==> config.mk <==
export PLATFORM = sky130hd
export DESIGN_NAME = twist_velocity_limiter
export DESIGN_NICKNAME = d
export VERILOG_FILES = /design/src/rtl/twvl_pkg.sv /design/src/rtl/twist_velocity_limiter.sv
export SDC_FILE = /design/constraint.sdc
export NUM_CORES = 2
export LEC_CHECK = 0
export ABC_AREA = 1
export BUFFER_PORTS_ARGS = -buffer_cell sky130_fd_sc_hd__buf_4
export CAP_MARGIN = 20
export CORE_MARGIN = 2
export CORE_UTILIZATION = 40
export CTS_CLUSTER_SIZE = 14
export DETAILED_ROUTE_END_ITERATION = 8
export RECOVER_POWER = 25
export SKIP_CTS_REPAIR_TIMING = 1
export SLEW_MARGIN = 20
export SYNTH_ARGS = -nofsm -noshare
export SYNTH_HDL_FRONTEND = slang
export SYNTH_SLANG_ARGS = --single-unit
export TNS_END_PERCENT = 1
==> constraint.sdc <==
create_clock -name clock -period 9.9 [get_ports clock]
set_clock_uncertainty 0.2 [all_clocks]
set_input_delay 0.495 -clock clock [delete_from_list [all_inputs] [get_ports clock]]
set_output_delay 0.495 -clock clock [all_outputs]
set_load 0.01 [all_outputs]
==> src/rtl/twvl_pkg.sv <==
// Package for the twist velocity limiter: field widths, register indexes, reset values
// and the packed request and response transaction types. It depends on nothing else.
package twvl_pkg;

   localparam int VEL_WIDTH = 16;
   localparam int CFG_WIDTH = 15;
   localparam int MUL_WIDTH = 32;
   localparam int REG_INDEX_WIDTH = 2;

   localparam logic [REG_INDEX_WIDTH-1:0] REG_LINEAR_MAX    = 2'd0;
   localparam logic [REG_INDEX_WIDTH-1:0] REG_LINEAR_MIN    = 2'd1;
   localparam logic [REG_INDEX_WIDTH-1:0] REG_ANGULAR_LIMIT = 2'd2;
   localparam logic [REG_INDEX_WIDTH-1:0] REG_ANGULAR_STEP  = 2'd3;

   localparam logic [CFG_WIDTH-1:0] LINEAR_MAX_RESET    = 15'd4096;
   localparam logic [CFG_WIDTH-1:0] LINEAR_MIN_RESET    = 15'd0;
   localparam logic [CFG_WIDTH-1:0] ANGULAR_LIMIT_RESET = 15'd4096;
   localparam logic [CFG_WIDTH-1:0] ANGULAR_STEP_RESET  = 15'd410;

   typedef struct packed {
      logic signed [VEL_WIDTH-1:0] in_lin_x;
      logic signed [VEL_WIDTH-1:0] in_lin_y;
      logic signed [VEL_WIDTH-1:0] in_ang_z;
   } req_type;

   typedef struct packed {
      logic signed [VEL_WIDTH-1:0] out_lin_x;
      logic signed [VEL_WIDTH-1:0] out_lin_y;
      logic signed [VEL_WIDTH-1:0] out_ang_z;
   } rsp_type;

endpackage

==> src/rtl/twist_velocity_limiter.sv <==
// Twist velocity limiter: linear magnitude limiting, yaw clamp and yaw slew limiting.
// Depends on twvl_pkg for widths, register indexes and transaction types.
// One transaction at a time: req_ready is high only in the idle state, and the next one is taken
// once the result is registered. A linear vector that passes unchanged skips the rescale, which
// needs two 15-bit quotient searches, one per component, on one shared multiplier.
// Synchronous reset restores the register defaults and clears the previous yaw rate.
module twist_velocity_limiter (
   input  logic                  clock,
   input  logic                  reset,
   input  logic                  req_valid,
   output logic                  req_ready,
   input  twvl_pkg::req_type     req_data,
   output logic                  rsp_valid,
   input  logic                  rsp_ready,
   output twvl_pkg::rsp_type     rsp_data,
   input  logic                  psel,
   input  logic                  penable,
   input  logic                  pwrite,
   input  logic [3:0]            paddr,
   input  logic [31:0]           pwdata,
   output logic [31:0]           prdata,
   output logic                  pready
);

   localparam int VW = twvl_pkg::VEL_WIDTH;
   localparam int CW = twvl_pkg::CFG_WIDTH;
   localparam int MW = twvl_pkg::MUL_WIDTH;
   localparam int BW = $clog2(CW);

   localparam logic [3:0] S_IDLE = 4'd0;
   localparam logic [3:0] S_SQX  = 4'd1;
   localparam logic [3:0] S_SQY  = 4'd2;
   localparam logic [3:0] S_MX2  = 4'd3;
   localparam logic [3:0] S_MN2  = 4'd4;
   localparam logic [3:0] S_DEC  = 4'd5;
   localparam logic [3:0] S_AMUL = 4'd6;
   localparam logic [3:0] S_A2   = 4'd7;
   localparam logic [3:0] S_SEED = 4'd8;
   localparam logic [3:0] S_MUL  = 4'd9;
   localparam logic [3:0] S_CMP  = 4'd10;
   localparam logic [3:0] S_ANG  = 4'd11;

   localparam logic signed [VW+1:0] SAT_HI = (VW+2)'((1 << (VW-1)) - 1);
   localparam logic signed [VW+1:0] SAT_LO = -SAT_HI - (VW+2)'(1);

   logic [3:0]          state_ff, state_in;
   logic [CW-1:0]       lin_max_ff, lin_min_ff, ang_lim_ff, ang_step_ff;
   logic [VW-1:0]       x_ff, x_in, y_ff, y_in, z_ff, z_in;
   logic [VW-1:0]       magx_ff, magx_in, magy_ff, magy_in;
   logic [MW-1:0]       sxx_ff, sxx_in, s_ff, s_in, mx2_ff, mx2_in;
   logic [CW-1:0]       lim_ff, lim_in, q_ff, q_in, trial;
   logic                comp_ff, comp_in, take;
   logic [MW-1:0]       qsq_ff, qsq_in, tsq_ff, tsq_in, cand_keep, cand_take, next_bit_sq;
   logic [BW-1:0]       bit_ff, bit_in, bit_m1;
   logic [2*MW-1:0]     a2_ff, a2_in, prod_ff, prod_in;
   logic [MW-1:0]       mul_a, mul_b;
   logic [VW-1:0]       ox_ff, ox_in, oy_ff, oy_in, last_yaw_ff, last_yaw_in, q_signed;
   logic                rsp_valid_ff, rsp_valid_in;
   twvl_pkg::rsp_type   rsp_data_ff, rsp_data_in;
   logic                csr_write;
   logic signed [VW:0]   alim, z_ext, z_clamp;
   logic signed [VW+1:0] p_ext, d_ext, hi_lim, lo_lim, z_wide, oz_wide;
   logic [VW-1:0]       oz;

   assign req_ready = (state_ff == S_IDLE);
   assign rsp_valid = rsp_valid_ff;
   assign rsp_data  = rsp_data_ff;
   assign pready    = 1'b1;
   assign csr_write = psel && penable && pwrite;

   always_comb begin
      case (paddr[3:2])
         twvl_pkg::REG_LINEAR_MAX:    prdata = 32'(lin_max_ff);
         twvl_pkg::REG_LINEAR_MIN:    prdata = 32'(lin_min_ff);
         twvl_pkg::REG_ANGULAR_LIMIT: prdata = 32'(ang_lim_ff);
         twvl_pkg::REG_ANGULAR_STEP:  prdata = 32'(ang_step_ff);
         default:                     prdata = '0;
      endcase
   end

   // Yaw clamp and slew limit against the previous output.
   always_comb begin
      alim    = signed'({2'b00, ang_lim_ff});
      z_ext   = signed'({z_ff[VW-1], z_ff});
      if (z_ext > alim) begin
         z_clamp = alim;
      end else if (z_ext < -alim) begin
         z_clamp = -alim;
      end else begin
         z_clamp = z_ext;
      end
      p_ext  = signed'({{2{last_yaw_ff[VW-1]}}, last_yaw_ff});
      d_ext  = signed'({3'b000, ang_step_ff});
      hi_lim = p_ext + d_ext;
      lo_lim = p_ext - d_ext;
      z_wide = signed'({z_clamp[VW], z_clamp});
      if (z_wide > hi_lim) begin
         oz_wide = hi_lim;
      end else if (z_wide < lo_lim) begin
         oz_wide = lo_lim;
      end else begin
         oz_wide = z_wide;
      end
      if (oz_wide > SAT_HI) begin
         oz = SAT_HI[VW-1:0];
      end else if (oz_wide < SAT_LO) begin
         oz = SAT_LO[VW-1:0];
      end else begin
         oz = oz_wide[VW-1:0];
      end
   end

   // Quotient search: the trial square for the next bit is prepared for both outcomes.
   always_comb begin
      trial       = q_ff | (CW'(1) << bit_ff);
      bit_m1      = bit_ff - BW'(1);
      next_bit_sq = MW'(1) << {bit_m1, 1'b0};
      cand_keep   = qsq_ff + (MW'(q_ff) << bit_ff) + next_bit_sq;
      cand_take   = tsq_ff + (MW'(trial) << bit_ff) + next_bit_sq;
      take        = (trial <= lim_ff) && (prod_ff <= a2_ff);
      q_signed    = (comp_ff ? y_ff[VW-1] : x_ff[VW-1]) ?
                    (VW'(0) - VW'(take ? trial : q_ff)) : VW'(take ? trial : q_ff);
   end

   always_comb begin
      state_in     = state_ff;
      x_in         = x_ff;
      y_in         = y_ff;
      z_in         = z_ff;
      magx_in      = magx_ff;
      magy_in      = magy_ff;
      sxx_in       = sxx_ff;
      s_in         = s_ff;
      mx2_in       = mx2_ff;
      lim_in       = lim_ff;
      comp_in      = comp_ff;
      q_in         = q_ff;
      qsq_in       = qsq_ff;
      tsq_in       = tsq_ff;
      bit_in       = bit_ff;
      a2_in        = a2_ff;
      ox_in        = ox_ff;
      oy_in        = oy_ff;
      last_yaw_in  = last_yaw_ff;
      rsp_data_in  = rsp_data_ff;
      rsp_valid_in = rsp_valid_ff && !rsp_ready;
      mul_a        = '0;
      mul_b        = '0;
      case (state_ff)
         S_IDLE: begin
            if (req_valid) begin
               x_in     = req_data.in_lin_x;
               y_in     = req_data.in_lin_y;
               z_in     = req_data.in_ang_z;
               magx_in  = req_data.in_lin_x[VW-1] ? (VW'(0) - req_data.in_lin_x)
                                                  : req_data.in_lin_x;
               magy_in  = req_data.in_lin_y[VW-1] ? (VW'(0) - req_data.in_lin_y)
                                                  : req_data.in_lin_y;
               state_in = S_SQX;
            end
         end
         S_SQX: begin
            mul_a    = MW'(magx_ff);
            mul_b    = MW'(magx_ff);
            state_in = S_SQY;
         end
         S_SQY: begin
            mul_a    = MW'(magy_ff);
            mul_b    = MW'(magy_ff);
            sxx_in   = prod_ff[MW-1:0];
            state_in = S_MX2;
         end
         S_MX2: begin
            mul_a    = MW'(lin_max_ff);
            mul_b    = MW'(lin_max_ff);
            s_in     = sxx_ff + prod_ff[MW-1:0];
            state_in = S_MN2;
         end
         S_MN2: begin
            mul_a    = MW'(lin_min_ff);
            mul_b    = MW'(lin_min_ff);
            mx2_in   = prod_ff[MW-1:0];
            state_in = S_DEC;
         end
         S_DEC: begin
            comp_in = 1'b0;
            ox_in   = x_ff;
            oy_in   = y_ff;
            if (s_ff > mx2_ff) begin
               lim_in   = lin_max_ff;
               state_in = S_AMUL;
            end else if ((s_ff != '0) && ((2*MW)'(s_ff) < prod_ff)) begin
               lim_in   = lin_min_ff;
               state_in = S_AMUL;
            end else begin
               state_in = S_ANG;
            end
         end
         S_AMUL: begin
            mul_a    = MW'(comp_ff ? magy_ff : magx_ff);
            mul_b    = MW'(lim_ff);
            q_in     = '0;
            qsq_in   = '0;
            bit_in   = BW'(CW - 1);
            tsq_in   = MW'(1) << (2 * (CW - 1));
            state_in = S_A2;
         end
         S_A2: begin
            mul_a    = prod_ff[MW-1:0];
            mul_b    = prod_ff[MW-1:0];
            state_in = S_SEED;
         end
         S_SEED: begin
            a2_in    = prod_ff;
            mul_a    = tsq_ff;
            mul_b    = s_ff;
            state_in = S_CMP;
         end
         S_MUL: begin
            mul_a    = tsq_ff;
            mul_b    = s_ff;
            state_in = S_CMP;
         end
         S_CMP: begin
            if (take) begin
               q_in   = trial;
               qsq_in = tsq_ff;
               tsq_in = cand_take;
            end else begin
               tsq_in = cand_keep;
            end
            if (bit_ff == '0) begin
               if (comp_ff) begin
                  oy_in    = q_signed;
                  state_in = S_ANG;
               end else begin
                  ox_in    = q_signed;
                  comp_in  = 1'b1;
                  state_in = S_AMUL;
               end
            end else begin
               bit_in   = bit_m1;
               state_in = S_MUL;
            end
         end
         S_ANG: begin
            if (!rsp_valid_ff || rsp_ready) begin
               rsp_data_in.out_lin_x = ox_ff;
               rsp_data_in.out_lin_y = oy_ff;
               rsp_data_in.out_ang_z = oz;
               rsp_valid_in          = 1'b1;
               last_yaw_in           = oz;
               state_in              = S_IDLE;
            end
         end
         default: begin
            state_in = S_IDLE;
         end
      endcase
      prod_in = mul_a * mul_b;
   end

   always_ff @(posedge clock) begin
      if (reset) begin
         state_ff     <= S_IDLE;
         rsp_valid_ff <= 1'b0;
         last_yaw_ff  <= '0;
         lin_max_ff   <= twvl_pkg::LINEAR_MAX_RESET;
         lin_min_ff   <= twvl_pkg::LINEAR_MIN_RESET;
         ang_lim_ff   <= twvl_pkg::ANGULAR_LIMIT_RESET;
         ang_step_ff  <= twvl_pkg::ANGULAR_STEP_RESET;
      end else begin
         state_ff     <= state_in;
         rsp_valid_ff <= rsp_valid_in;
         last_yaw_ff  <= last_yaw_in;
         if (csr_write) begin
            case (paddr[3:2])
               twvl_pkg::REG_LINEAR_MAX:    lin_max_ff  <= pwdata[CW-1:0];
               twvl_pkg::REG_LINEAR_MIN:    lin_min_ff  <= pwdata[CW-1:0];
               twvl_pkg::REG_ANGULAR_LIMIT: ang_lim_ff  <= pwdata[CW-1:0];
               twvl_pkg::REG_ANGULAR_STEP:  ang_step_ff <= pwdata[CW-1:0];
               default: begin
               end
            endcase
         end
      end
   end

   always_ff @(posedge clock) begin
      x_ff        <= x_in;
      y_ff        <= y_in;
      z_ff        <= z_in;
      magx_ff     <= magx_in;
      magy_ff     <= magy_in;
      sxx_ff      <= sxx_in;
      s_ff        <= s_in;
      mx2_ff      <= mx2_in;
      lim_ff      <= lim_in;
      comp_ff     <= comp_in;
      q_ff        <= q_in;
      qsq_ff      <= qsq_in;
      tsq_ff      <= tsq_in;
      bit_ff      <= bit_in;
      a2_ff       <= a2_in;
      prod_ff     <= prod_in;
      ox_ff       <= ox_in;
      oy_ff       <= oy_in;
      rsp_data_ff <= rsp_data_in;
   end

`ifndef SYNTHESIS
   a_trial_square: assert property (@(posedge clock) disable iff (reset)
      (state_ff == S_MUL) |-> (tsq_ff == MW'(trial) * MW'(trial)))
      else $error("trial square does not match the trial quotient");

   a_quotient_bound: assert property (@(posedge clock) disable iff (reset)
      (state_ff == S_CMP) |-> (q_ff <= lim_ff))
      else $error("partial quotient exceeds the active bound");

   a_result_source: assert property (@(posedge clock) disable iff (reset)
      $rose(rsp_valid_ff) |-> ($past(state_ff) == S_ANG))
      else $error("result raised outside the yaw stage");

   a_yaw_history: assert property (@(posedge clock) disable iff (reset)
      rsp_valid_ff |-> (rsp_data_ff.out_ang_z == last_yaw_ff))
      else $error("pending yaw rate differs from the stored previous yaw rate");
`endif

endmodule

==> insert_results.sql <==
INSERT INTO impl_metrics (metric_group, metric, value, unit) VALUES
('outcome', 'status', 'finished, violations left', ''),
('outcome', 'failed_checks', 'negative hold slack, max-capacitance violations, max-slew violations', ''),
('timing', 'worst_hold_slack', '-46.1', 'ps'),
('critical_path', 'critical-path-max-stage-delay', '630', 'ps'),
('grt', 'globalRouteOverflowTotal', '0', ''),
('critical_path', 'critPathLaunchType', 'flop', ''),
('grt', 'grt_first_pass_wirelength', '341000', 'µm'),
('finish', 'post_route_cells_drive_above_1_share', '6.00', '%'),
('logic_synthesis', 'yosysWarnings', '0', ''),
('placed_design', 'dpl.hpwl', '183000', 'µm'),
('hold_path', 'hp-class', 'input pin to flop', ''),
('critical_path', 'crit_path_category', 'flop to flop', ''),
('power_and_ir_drop', 'power.ir.vdd_worst', '162', 'µV'),
('clocking', 'ctsRootBufferMaster', 'sky130_fd_sc_hd__clkbuf_16', ''),
('hold_path', 'min_to', 'lin_min_ff[13]', ''),
('hold_path', 'timing.hold.worst.start', 'pwdata[13]', ''),
('placed_design', 'gp_congestion', '1.03', ''),
('logic_synthesis', 'synth.top_cells.by_area', 'sky130_fd_sc_hd__fa_1, sky130_fd_sc_hd__edfxtp_1, sky130_fd_sc_hd__ha_1', ''),
('floorplanning', 'start_util', '40.1', '%'),
('drt', 'vias_per_cell', '5.26', ''),
('grt', 'number_of_global_route_vias_before_repair', '56400', ''),
('floorplanning', 'die-area', '175000', 'µm²'),
('finish', 'syn_to_final_growth', '9.94', '%'),
('drt', 'via_count', '55900', ''),
('logic_synthesis', 'synth_top_flop_cell', 'sky130_fd_sc_hd__edfxtp_1', ''),
('critical_path', 'crit_path_top_delay_cell', 'sky130_fd_sc_hd__fa_1', ''),
('clocking', 'tritoncts', 'done', ''),
('floorplanning', 'core_area', '171000', 'µm²'),
('clocking', 'clk_latency', '680', 'ps'),
('logic_synthesis', 'synth_sequential_area_ratio', '22.5', '%'),
('hold_path', 'whs_path_depth', '3', ''),
('power_and_ir_drop', 'p_leak', '37.8', 'nW'),
('flow_run', 'number_of_maximum_capacitance_constraint_violations', '1', ''),
('logic_synthesis', 'netlist.area_leader.share', '27.2', '%'),
('logic_synthesis', 'post_syn_area_per_cell', '8.40', 'µm²'),
('floorplanning', 'chipHeight', '418', 'µm'),
('timing', 'grt_setup_unrepaired', 'false', ''),
('timing', 'setup_viol_count_final', '0', ''),
('logic_synthesis', 'synth_enable_flop_cells', '417', ''),
('power_and_ir_drop', 'finalPower', '8.61', 'mW'),
('grt', 'grtUsageTotal', '25.7', '%'),
('timing', 'drv_slew', '33', ''),
('critical_path', 'timing.critical_path.buf_inv', '7', ''),
('floorplanning', 'placementRows', '152', ''),
('drt', 'post_route_drc', '0', ''),
('power_and_ir_drop', 'power.density_cell_area', '114', 'nW/µm²'),
('logic_synthesis', 'synthDominantAreaCellType', 'sky130_fd_sc_hd__fa_1', ''),
('logic_synthesis', 'post_synthesis_cell_count', '8171', ''),
('critical_path', 'worst_r2r_endpoint', 'prod_ff[58]', ''),
('logic_synthesis', 'postSynth.asyncResetShare', '0', '%'),
('drt', 'first_iter_violations', '5024', ''),
('clocking', 'depth_of_the_cts_h_tree', '2', ''),
('timing', 'clock.fmax', '106', 'MHz'),
('placed_design', 'postPlaceCellArea', '73000', 'µm²'),
('drt', 'detail_route.wirelength', '225000', 'µm'),
('clocking', 'clk_pin_slew', '60', 'ps'),
('critical_path', 'rr_startpoint', 'state_ff[3]', ''),
('drt', 'first_pass_iters', '7', ''),
('finish', 'design_area', '75500', 'µm²'),
('grt', 'grt_max_degree', '75', ''),
('floorplanning', 'io_pins', '174', ''),
('timing', 'tightestPinTransition', '2100', 'ps'),
('floorplanning', 'die_w', '418', 'µm'),
('clocking', 'cts-buffers-inserted', '60', ''),
('critical_path', 'critical_path_required', '10240', 'ps'),
('clocking', 'clkSinkCount', '562', ''),
('critical_path', 'crit_top_cell', 'sky130_fd_sc_hd__fa_1', ''),
('timing', 'final_hold_viol_count', '3', ''),
('drt', 'wl_per_cell', '21.2', 'µm'),
('logic_synthesis', 'synthDistinctLibCells', '68', ''),
('timing', 'slew_headroom', '-40.1', '%');
-- metal layers --
metal	up-vias	GRT usage, %	wire [µm]
met2	2121	40.9	101000
met4	2	8.87	8980
met1	27700	35.1	97000
met5	-	0	7
li1	25700	-	-
met3	423	4.48	17900
-- worst reg2reg max path: cells and delay by family, from the launching register on --
family | cells | cell delay, ps
AO/OA/AOI/OAI | 4 | 940
XOR/XNOR | 1 | 150
AND/OR/NAND/NOR | 10 | 1680
buffers and inverters | 7 | 1500
flip-flops | 1 | 360
adder cells (fa/ha/maj) | 9 | 4470
-- per-stage QoR --
stage	hold slack (ps)	cells	util, %	setup WS [ps]
after detailed placement	205	10400	42.7	518
final	-46.1	10600	44.1	483
after CTS	-234	10600	43.9	519
after floorplan	200	8187	-	430
after global routing	2.03	10600	44.1	11.3
after global placement	203	10400	42.7	583
-- power breakdown --
group,switching [mW],internal (mW)
Clock,1.04,1.30
Combinational,2.26,1.08
Sequential,0.169,2.76
Total,3.47,5.14
-- state kept, by name (all words and copies together) (netlist names), 32 cells and up --
register  count
mx2_ff       32
sxx_ff       32
s_ff         32
a2_ff        64
tsq_ff       32
qsq_ff       32
rsp_data     48
prod_ff      64
-- final cells by class --
cell class / instances / area, µm²
Inverter: 1825 / 6860
Fill cell: 16800 / 95500
Antenna cell: 2 / 5.00
Clock buffer: 77 / 1660
Tap cell: 2233 / 2790
Timing Repair Buffer: 376 / 2950
Multi-Input combinational cell: 5506 / 45400
Clock inverter: 37 / 362
Sequential cell: 562 / 15400
-- synthesized netlist by cell type (12+ instances only) --
cell,number
sky130_fd_sc_hd__o211ai_1,36
sky130_fd_sc_hd__o22ai_1,47
sky130_fd_sc_hd__nand2_2,16
sky130_fd_sc_hd__nor4_1,29
sky130_fd_sc_hd__inv_1,1799
sky130_fd_sc_hd__dfxtp_1,145
sky130_fd_sc_hd__nand4_1,39
sky130_fd_sc_hd__a31oi_1,26
sky130_fd_sc_hd__a211oi_1,22
sky130_fd_sc_hd__nor3_1,62
sky130_fd_sc_hd__o21ai_0,397
sky130_fd_sc_hd__ha_1,631
sky130_fd_sc_hd__a2111oi_0,17
sky130_fd_sc_hd__fa_1,931
sky130_fd_sc_hd__a21oi_1,427
sky130_fd_sc_hd__buf_2,31
sky130_fd_sc_hd__clkinv_1,12
sky130_fd_sc_hd__buf_4,21
sky130_fd_sc_hd__nand3_1,131
sky130_fd_sc_hd__xnor2_1,56
sky130_fd_sc_hd__nor2_1,708
sky130_fd_sc_hd__a21o_1,13
sky130_fd_sc_hd__o21a_1,26
sky130_fd_sc_hd__a21oi_2,12
sky130_fd_sc_hd__edfxtp_1,417
sky130_fd_sc_hd__a221oi_1,12
sky130_fd_sc_hd__xor2_1,137
sky130_fd_sc_hd__inv_2,14
sky130_fd_sc_hd__clkbuf_1,229
sky130_fd_sc_hd__nand2_1,1574
-- cell families after synthesis --
| group | count (synthesis) | synth area share, % |
|---|---|---|
| DFF | 562 | 22.5 |
| buffers and inverters | 2119 | 11.8 |
| other | 2 | 0.0109 |
| adders and majority gates | 1562 | 38.7 |
| muxes | 7 | 0.102 |
| AOI/OAI and AO/OA | 1115 | 9.21 |
| and+or+nand+nor | 2610 | 15.3 |
| xor gates and xnor gates | 194 | 2.49 |
-- worst max path at each step --
stage / start / endpoint / slack [ps] / cells past startpoint
finish: state_ff[3] / prod_ff[58] / 480 / 31
global placement: state_ff[3] / prod_ff[60] / 580 / 32
CTS: state_ff[3] / prod_ff[60] / 520 / 32
global route: state_ff[3] / prod_ff[47] / 10 / 38
floorplan: state_ff[1] / prod_ff[59] / 430 / 37
detailed placement: state_ff[3] / prod_ff[60] / 520 / 32
-- layout by cell type (no fill, tap or decap), types with 15 or more instances in the layout --
master and count:
sky130_fd_sc_hd__inv_1 1794, sky130_fd_sc_hd__nand2_1 1571, sky130_fd_sc_hd__fa_1 931, sky130_fd_sc_hd__nor2_1 700, sky130_fd_sc_hd__ha_1 631, sky130_fd_sc_hd__a21oi_1 426, sky130_fd_sc_hd__edfxtp_1 417, sky130_fd_sc_hd__o21ai_0 394
sky130_fd_sc_hd__buf_4 247, sky130_fd_sc_hd__dfxtp_1 145, sky130_fd_sc_hd__xor2_1 137, sky130_fd_sc_hd__nand3_1 131, sky130_fd_sc_hd__nor3_1 62, sky130_fd_sc_hd__clkbuf_16 62, sky130_fd_sc_hd__dlygate4sd3_1 59, sky130_fd_sc_hd__xnor2_1 56
sky130_fd_sc_hd__clkbuf_1 53, sky130_fd_sc_hd__nand4_1 39, sky130_fd_sc_hd__o211ai_1 36, sky130_fd_sc_hd__o22ai_2 32, sky130_fd_sc_hd__nor4_1 29, sky130_fd_sc_hd__o21a_1 26, sky130_fd_sc_hd__a31oi_1 26, sky130_fd_sc_hd__a211oi_1 22
sky130_fd_sc_hd__o22ai_1 20, sky130_fd_sc_hd__nand2_2 19, sky130_fd_sc_hd__conb_1 18, sky130_fd_sc_hd__inv_2 16, sky130_fd_sc_hd__a2111oi_0 16, sky130_fd_sc_hd__clkbuf_4 16, sky130_fd_sc_hd__clkinv_1 15, sky130_fd_sc_hd__clkinv_2 15
Power figures use the tool's default switching activity.
